`src/rtl/crfill_pkg.sv`:
```
package crfill_pkg;

   // frame store geometry, fixed row stride of MAX_WIDTH
   localparam int MAX_WIDTH  = 128;
   localparam int MAX_HEIGHT = 64;
   localparam int FRAC_BITS  = 12;
   localparam int COL_W      = $clog2(MAX_WIDTH);
   localparam int ROW_W      = $clog2(MAX_HEIGHT);
   localparam int ADDR_W     = COL_W + ROW_W;
   localparam int DEPTH      = MAX_WIDTH * MAX_HEIGHT;

   localparam int CHAN_W = 8;
   localparam int PIX_W  = 3 * CHAN_W;

   // configuration registers
   localparam int SW_W       = 8;
   localparam int SH_W       = 7;
   localparam int XOFF_W     = 15;
   localparam int CSR_IDX_W  = 2;
   localparam int CSR_DATA_W = 15;

   localparam logic [CSR_IDX_W-1:0] CSR_SCREEN_WIDTH  = 2'd0;
   localparam logic [CSR_IDX_W-1:0] CSR_SCREEN_HEIGHT = 2'd1;
   localparam logic [CSR_IDX_W-1:0] CSR_X_OFFSET      = 2'd2;

   localparam logic [SW_W-1:0]   SCREEN_WIDTH_RESET  = 8'd128;
   localparam logic [SH_W-1:0]   SCREEN_HEIGHT_RESET = 7'd64;
   localparam logic [XOFF_W-1:0] X_OFFSET_RESET      = 15'd8192;
   localparam logic [CHAN_W-1:0] ALPHA_MIN           = 8'd128;

   // scaling datapath widths
   localparam int Q_W    = 18;            // signed operand before scaling
   localparam int MAG_W  = 17;            // magnitude of the operand
   localparam int PROD_W = MAG_W + SH_W;  // magnitude times height
   localparam int CRD_W  = 12;            // signed pixel coordinate
   localparam int CLP_W  = 13;            // clipping arithmetic

   typedef enum logic [1:0] {
      SEL_X,
      SEL_Y,
      SEL_W,
      SEL_H
   } scale_sel_type;

   typedef struct packed {
      logic                     req_type;
      logic signed [15:0]       rect_x;
      logic signed [15:0]       rect_y;
      logic [14:0]              rect_w;
      logic [14:0]              rect_h;
      logic [CHAN_W-1:0]        fill_red;
      logic [CHAN_W-1:0]        fill_green;
      logic [CHAN_W-1:0]        fill_blue;
      logic [CHAN_W-1:0]        fill_alpha;
      logic [COL_W-1:0]         read_col;
      logic [ROW_W-1:0]         read_row;
   } req_item_type;

   typedef struct packed {
      logic [CHAN_W-1:0] pixel_red;
      logic [CHAN_W-1:0] pixel_green;
      logic [CHAN_W-1:0] pixel_blue;
      logic              fill_drawn;
   } rsp_item_type;

   typedef struct packed {
      logic          accept;
      logic          scale_en;
      scale_sel_type scale_sel;
      logic          clip;
      logic          check;
      logic          fill_step;
      logic          clear_step;
      logic          rd_cap;
      logic          load_rsp;
   } dp_cmd_type;

   typedef struct packed {
      logic is_read;
      logic drop;
      logic fill_last;
      logic clear_last;
      logic rsp_free;
   } dp_status_type;

endpackage

```
`src/rtl/crfill_ctrl.sv`:
```
module crfill_ctrl import crfill_pkg::*; (
   input  logic          clock,
   input  logic          reset,
   input  logic          req_valid,
   output logic          req_ready,
   output dp_cmd_type    cmd,
   input  dp_status_type status
);

   typedef enum logic [3:0] {
      S_CLEAR,
      S_IDLE,
      S_DECODE,
      S_SCALE,
      S_DRAIN,
      S_CLIP,
      S_CHECK,
      S_FILL,
      S_RDCAP,
      S_DONE
   } state_type;

   state_type     state_ff;
   scale_sel_type step_ff;

   assign req_ready = (state_ff == S_IDLE) && !reset;

   always_ff @(posedge clock) begin
      if (reset) begin
         state_ff <= S_CLEAR;
         step_ff  <= SEL_X;
      end else begin
         unique case (state_ff)
            S_CLEAR: begin
               if (status.clear_last) begin
                  state_ff <= S_IDLE;
               end
            end
            S_IDLE: begin
               if (req_valid) begin
                  state_ff <= S_DECODE;
               end
            end
            S_DECODE: begin
               step_ff  <= SEL_X;
               state_ff <= status.is_read ? S_RDCAP : S_SCALE;
            end
            S_SCALE: begin
               step_ff <= scale_sel_type'(step_ff + 2'd1);
               if (step_ff == SEL_H) begin
                  state_ff <= S_DRAIN;
               end
            end
            S_DRAIN: state_ff <= S_CLIP;
            S_CLIP:  state_ff <= S_CHECK;
            S_CHECK: state_ff <= status.drop ? S_DONE : S_FILL;
            S_FILL: begin
               if (status.fill_last) begin
                  state_ff <= S_DONE;
               end
            end
            S_RDCAP: state_ff <= S_DONE;
            S_DONE: begin
               if (status.rsp_free) begin
                  state_ff <= S_IDLE;
               end
            end
            default: state_ff <= S_IDLE;
         endcase
      end
   end

   always_comb begin
      cmd           = '0;
      cmd.scale_sel = step_ff;
      unique case (state_ff)
         S_CLEAR:  cmd.clear_step = 1'b1;
         S_IDLE:   cmd.accept     = req_valid && !reset;
         S_DECODE: ;
         S_SCALE:  cmd.scale_en   = 1'b1;
         S_DRAIN:  ;
         S_CLIP:   cmd.clip       = 1'b1;
         S_CHECK:  cmd.check      = 1'b1;
         S_FILL:   cmd.fill_step  = 1'b1;
         S_RDCAP:  cmd.rd_cap     = 1'b1;
         S_DONE:   cmd.load_rsp   = status.rsp_free;
         default:  ;
      endcase
   end

   a_clear_after_reset: assert property (@(posedge clock)
      $fell(reset) |-> state_ff == S_CLEAR)
      else $error("clearing pass did not start after reset");

   a_fill_not_dropped: assert property (@(posedge clock) disable iff (reset)
      state_ff == S_FILL |-> !status.drop)
      else $error("dropped rectangle is being filled");

   a_scale_done: assert property (@(posedge clock) disable iff (reset)
      state_ff == S_DRAIN |-> $past(state_ff) == S_SCALE && $past(step_ff) == SEL_H)
      else $error("scaling left before all four coordinates");

endmodule

```
`config.mk`:
```
export PLATFORM = sky130hd
export DESIGN_NAME = crfill_ctrl
export DESIGN_NICKNAME = d
export VERILOG_FILES = /design/src/rtl/crfill_pkg.sv /design/src/rtl/crfill_ctrl.sv
export SDC_FILE = /design/constraint.sdc
export NUM_CORES = 1
export LEC_CHECK = 0
export ABC_CLOCK_PERIOD_IN_PS = 1500
export BUFFER_PORTS_ARGS = -buffer_cell sky130_fd_sc_hd__buf_4
export CAP_MARGIN = 0
export CORE_AREA = 2 2 39 41
export CTS_BUF_LIST = sky130_fd_sc_hd__clkbuf_8
export DETAILED_ROUTE_END_ITERATION = 7
export DIE_AREA = 0 0 41 43
export GPL_ROUTABILITY_DRIVEN = 0
export GPL_TIMING_DRIVEN = 0
export SETUP_SLACK_MARGIN = 0.02
export SKIP_LAST_GASP = 1
export SYNTH_ARGS = -nofsm -noshare
export SYNTH_HDL_FRONTEND = slang
export SYNTH_SLANG_ARGS = --single-unit
export TNS_END_PERCENT = 1
```
`constraint.sdc`:
```
create_clock -name clock -period 1.5 [get_ports clock]
set_input_delay 0.225 -clock clock [delete_from_list [all_inputs] [get_ports clock]]
set_output_delay 0.225 -clock clock [all_outputs]
set_load 0.02 [all_outputs]
```
==> results.md, run 1 <==
- Max VDD drop: about 0.67 mV
- CP Data Arrival Time: 1.26 ns
- Core area: ~1400 sq um
- Startpoint types: register
- CP max stage cell: dfxtp_2
- Die Y: between 40 and 50 um
- Initial core utilization: 0.339
- Nets@finish: 93
- Fillers: 142
- Synthesis-stage register bit count: 6
- Slew headroom: 0.829
- Hold Crit Class: in2reg
- Die Footprint: approximately 1800 sq um
- Wire per inst: roughly 13 um
- Final setup viols: 0
- TritonRoute pass-1 iters: 4
- Sequential share of power: 0.297
- Sw frac: 0.309
- Sequential-to-total area share from yosys stat: 0.256
- TritonCTS clock tree: done
- Top delay family on crit path: simple AND/OR/NAND/NOR gates
- Synth warn: 0
- Total Routing Usage GR: 0.166
- Max Cap Violations: 0
- Net Switching: between 0.00015 and 0.0002 W
- Gate Count Post-Synth: 61
- Port Buffers: 18
- Setup Fix Bufs, Post-CTS: 0
- Max incr delay on CP: ~0.34 ns
- Least-Margin Pin Slew: 0.254 ns
- Remaining Overflow, GRT: 0
- Drt drc: 0
- Hold Slack: approximately 0.24 ns
- H-tree depth reported by CTS: 1
- Crit-path max FO: 10
- Fin crit period: about 1.5 ns
- Worst reg2reg path depth: 5
- Initial antenna violation count: 0
- Pwr/cell area: slightly below 900 nW/um^2
- Vias in the first global route: just under 500
- Post-CTS Hold Buffers: 0
- Outcome: complete, no violations
- Clock power frac: 0.390
- Lkg Pwr: 0.291 nW
- Worst hold stages: 2
- Final WL: between 1000 and 1500 um
- Post-route ant nets: 0
- Row count: 14
- Avg Cell Area, Syn: roughly 7.7 sq um
- Total CTS buffers: 3
- HPWL after detailed placement: ~900 um
- Clock-pin slew on the worst setup and hold paths: about 0.04 ns
- CP Data Required Time: between 1 and 1.5 ns
- CTS Buffer Depth: 2
- Hold Vio Cnt, Final: 0
- First-pass GRT wire length: ~2000 um
- Root Buffer: clkbuf_8
- Total vias in the final route: a little over 500
- Syn Nets: 70
- Crit path cell chain: buf_6 > nor4_4 > and2_1 > buf_4
- Layout cell share with drive strength beyond 1: 0.402
- Post-synth cell types: 26
- Clk_skew: between 0.005 and 0.006 ns
- Max-slew violations: 0
- Critical path endpoint category: primary output
- Clk Latency, worst-skew pair: 0.22 ns
- Area Overhead vs Synth: 49.6%
- CTS Sinks: 6
- Fin area: approximately 700 sq um
- CP Class: reg2out
- Via/cell ratio: approximately 5.2
- Max frequency: about 0.67 GHz
- Placed Area: about 630 sq um
- Io pins: 19
- Unrepaired setup endpoints after global routing: yes
- Internal Power: about 0.00043 W
- Initial DRC Count: 6
- Mapped Area: 469 sq um
- Logic pwr share: 0.313
- Maximum number of pins on one net before global-route repair: 11
- Die Width: between 40 and 50 um
- Buffers & Inverters on Critical Path: 2
- Final worst-path cycle share: 0.990
- N_diodes: 0
- WP depth: 4
[power by group through the flow]
stage	sequential (W)	clock [W]	combinational (W)
after global routing	0.000189	0.000263	0.000214
after detailed placement	0.000184	0	0.000184
after CTS	0.000185	0.000249	0.000194
final	0.000187	0.000245	0.000196
after global placement	0.000184	0	0.000185
after floorplan	0.000183	0	0.000124
[synth_stat cells]
library cell | n | area (sq um)
o21ai_0 | 2 | 10.0
ha_1 | 1 | 12.5
a31oi_1 | 1 | 6.26
a311o_1 | 1 | 10.0
inv_1 | 4 | 15.0
dfxtp_1 | 6 | 120
mux2i_1 | 2 | 20.0
a21oi_1 | 7 | 35.0
nand2_1 | 4 | 15.0
and2_1 | 1 | 6.26
nand2b_1 | 2 | 12.5
nand3b_1 | 1 | 7.51
and3_1 | 1 | 6.26
or2_1 | 1 | 6.26
buf_2 | 1 | 5.00
nor4_2 | 3 | 37.5
o21ai_1 | 1 | 5.00
nor2_1 | 5 | 18.8
nand3_1 | 3 | 15.0
nor3_1 | 3 | 15.0
a22o_1 | 1 | 8.76
buf_6 | 2 | 22.5
buf_4 | 2 | 15.0
a211oi_1 | 1 | 7.51
nor2b_1 | 3 | 18.8
o32ai_1 | 2 | 17.5
[flip-flops by register name, summed over array words and instances (netlist names)]
signal,flops
state_ff,4
step_ff,2
[what timing repair did]
item,4_1_cts,5_1_grt
gates resized for setup,6,2
setup endpoints to repair,3,6
pin swaps,0,1
endpoints found under the hold margin,0,0
[cell type report]
cell class / count / area [sq um] / area share
multi-input cells: 46 / 319 / 0.455
repair buffers: 18 / 135 / 0.193
flip-flops and latches: 6 / 123 / 0.175
plain buffers: 5 / 48.8 / 0.0695
clock buffers: 3 / 41.3 / 0.0588
well taps: 16 / 20.0 / 0.0285
inverters: 4 / 15.0 / 0.0214
[final timing paths]
kind	startpoint	slack, ns	end
setup / recovery	state_ff[1]$_SDFFE_PP0P_	0.01	cmd[9]
hold / removal	reset	0.24	step_ff[1]$_SDFFE_PP0P_
setup reg to reg	state_ff[2]$_SDFFE_PP0P_	0.28	state_ff[2]$_SDFFE_PP0P_
hold reg to reg	step_ff[1]$_SDFFE_PP0P_	0.51	step_ff[1]$_SDFFE_PP0P_
[stage by stage]
| step | setup TNS (ns) | util | worst slack [ns] | std cells | power, W |
|---|---|---|---|---|---|
| final | 0 | 0.507 | 0.0146 | 98 | 0.000627 |
| after global routing | -0.0504 | 0.507 | -0.0290 | 98 | 0.000666 |
| after CTS | -0.00308 | 0.505 | -0.00308 | 98 | 0.000627 |
| after detailed placement | 0 | 0.458 | 0.183 | 95 | 0.000368 |
| after global placement | 0 | 0.458 | 0.193 | 95 | 0.000369 |
| after floorplan | 0 | - | 0.0417 | 61 | 0.000307 |
[routing by layer]
layer / global-route usage / wire length, um / up-vias
li1: - / - / 261
met1: 0.215 / 567 / 235
met2: 0.250 / 624 / 11
met3: 0.0366 / 53 / 2
met4: 0.0800 / 11 / 0
met5: 0 / 0 / -
[cell families (layout without fill, tap and decap cells)]
logic type	after synthesis	after routing	share of synthesized area
compound gates	16	16	0.213
fa+ha+maj	1	1	0.0267
buf+inv	9	30	0.123
flops	6	6	0.256
mux	2	2	0.0427
simple gates	27	27	0.339
[placed cells by master, fill, tap and decap left out, types with 4 or more instances in the layout]
cell	synthesis	routed
buf_4	2	20
dfxtp_1	6	4
inv_1	4	4
a21oi_1	7	7
nand2_1	4	4
nor2_1	5	5
Note: power is estimated with default switching activity, not from simulation.
==> run 2, diff against run 1 <==
ABC_CLOCK_PERIOD_IN_PS = 1400   (was 1500)
clock period = 1.4 ns   (was 1.5 ns; I/O delays follow)
==> results.md, run 2 (synthesis results as in run 1) <==
- Outcome: finished, violations left
- Failing checks: negative setup slack
- Max frequency: 0.673 GHz
- Critical path endpoint category: primary output
- Register with the most flip-flops: state_ff
- CP Data Arrival Time: 1.28 ns (+0.02 ns)
- TritonCTS clock tree: done
- Via/cell ratio: 5.15 (-0.79%)
- Met1 wire length: 508 um (-10%)
- DR top layer: met4
- Root Buffer: clkbuf_8
- DR WL met2: 609 um (-2.4%)
- Crit path cell chain: buf_6 > nor4_4 > and2_1 > buf_4
- Total CTS buffers: 3 (unchanged)
- Clk_skew: 0.00133 ns (-0.00380 ns)
- Worst reg2reg path depth: 5 (unchanged)
- Io pins: 19 (unchanged)
- Slew headroom: 0.835 (+0.00629)
- Setup Fix Bufs, Post-CTS: 0 (unchanged)
- Total vias in the final route: 505 (-0.79%)
- Max reg flops: 4 (unchanged)
- Commonest non-fill, non-tap cell in the layout: buf_4
- Fin area: 708 sq um (+0.89%)
- Max VDD drop: 0.692 mV (+3.1%)
- Most frequent cells in the layout: buf_4, a21oi_1, nor2_1
- Final worst-path cycle share: 1.06
- Buffers & Inverters on Critical Path: 2 (unchanged)
- Drt drc: 0 (unchanged)
- Fin crit period: between 1 and 1.5 ns
- Die Y: 43 um (unchanged)
- Layout cell share with drive strength beyond 1: 0.390 (-0.0122)
- Hold Vio Cnt, Final: 0 (unchanged)
- Clock-pin slew on the worst setup and hold paths: 0.04 ns (about the same)
- Vias in the first global route: 463 (-3.7%)
- Post-route ant nets: 0 (unchanged)
- Pwr/cell area: 949 nW/um^2 (+6.1%)
- Max-slew violations: 0 (unchanged)
- Wire per inst: 12.1 um (-5.7%)
- CP Data Required Time: 1.19 ns (-0.08 ns)
- N_diodes: 0 (unchanged)
- Final WL: 1190 um (-5.7%)
- First-pass GRT wire length: 1950 um (-3.8%)
- H-tree depth reported by CTS: 1 (unchanged)
- Footprint of the multi-input gates: 325 sq um (+2.0%)
- Die Footprint: 1760 sq um (unchanged)
- Placed Area: 642 sq um (+1.4%)
- Initial core utilization: 0.339 (unchanged)
- Unrepaired setup endpoints after global routing: yes
- Lkg Pwr: 0.295 nW (+1.4%)
- Fillers: 143 (+0.70%)
- Met3 routed WL: 58 um (+9.4%)
- Remaining Overflow, GRT: 0 (unchanged)
- WP depth: 4 (unchanged)
- Initial DRC Count: 9 (+3)
- PnR worst setup slack: -0.0868 ns (-0.101 ns)
- Total Routing Usage GR: 0.162 (-0.00420)
- Area Overhead vs Synth: 50.9%
- Maximum number of pins on one net before global-route repair: 11 (unchanged)
- CP max stage cell: dfxtp_2
- CTS Sinks: 6 (unchanged)
- Core area: 1380 sq um (unchanged)
- Pre-CTS setup slack: 0.0685 ns (-0.114 ns)
- CP Class: reg2out
- Initial antenna violation count: 0 (unchanged)
- Clk Latency, worst-skew pair: 0.22 ns (about the same)
- Max Cap Violations: 0 (unchanged)
- Final setup viols: 6 (+6)
- Top flop regs: state_ff x4, step_ff x2
- Startpoint types: register
- CTS Buffer Depth: 2 (unchanged)
- Row count: 14 (unchanged)
- Max incr delay on CP: 0.34 ns (about the same)
- Nets@finish: 93 (unchanged)
- Least-Margin Pin Slew: 0.246 ns (-0.00808 ns)
- Hold Crit Class: in2reg
- Worst hold stages: 2 (unchanged)
- HPWL after detailed placement: 925 um (+2.7%)
- Crit-path max FO: 10 (unchanged)
- Top delay family on crit path: simple AND/OR/NAND/NOR gates
- Port Buffers: 18 (unchanged)
- Die Width: 41 um (unchanged)
- Core Util, Final: 0.512 (+0.00452)
- Register area: 123 sq um (unchanged)
- TritonRoute pass-1 iters: 3 (-1)
run 2: changes by cell type in the layout (fill, tap and decap cells not counted):
cell / delta
nand2b_1: +1
nor4_4: +1
nand2b_2: -1
nor4_2: -1
run 2: layout make-up:
type,count,area share
clock buffers,3,0.0583
flip-flops and latches,6,0.173
inverters,4,0.0212
multi-input cells,46,0.459
well taps,16,0.0283
plain buffers,5,0.0689
repair buffers,18,0.191
run 2: worst paths after layout:
| path | startpoint | end | slack, ns |
|---|---|---|---|
| max | state_ff[1]$_SDFFE_PP0P_ | cmd[9] | -0.09 |
| min | reset | step_ff[1]$_SDFFE_PP0P_ | 0.22 |
| max reg2reg | state_ff[0]$_SDFFE_PP0P_ | state_ff[3]$_SDFFE_PP0P_ | 0.14 |
| min reg2reg | step_ff[1]$_SDFFE_PP0P_ | step_ff[1]$_SDFFE_PP0P_ | 0.50 |
run 2: power by group:
part | total, W | internal, W | switching (W)
sequential | 0.000202 | 0.000184 | 0.0000174
clock | 0.000257 | 0.000185 | 0.0000722
combinational | 0.000213 | 0.0000991 | 0.000114
total | 0.000672 | 0.000468 | 0.000204
run 2: through the flow:
stage	cells	total power [W]	hold WS [ns]	TNS, ns
after CTS	98	0.000684	0.216	-0.327
after detailed placement	95	0.000404	0.452	0
after global routing	98	0.000714	0.224	-0.676
after floorplan	61	0.000337	0.279	-0.0240
after global placement	95	0.000402	0.456	0
final	98	0.000672	0.218	-0.254
run 2: per-layer routing:
layer / global-route usage / vias to the layer above
met5: 0 / -
met4: 0.0800 / 0
met3: 0.0471 / 2
met2: 0.241 / 11
met1: 0.205 / 233
li1: - / 259
run 2: repair_timing:
action                                 in CTS  in global routing
endpoints found under the hold margin       0                  0
gates cloned                                0                  0
hold buffers                                0                  0
resized for setup                           7                  0
setup endpoints to repair                   8                  8
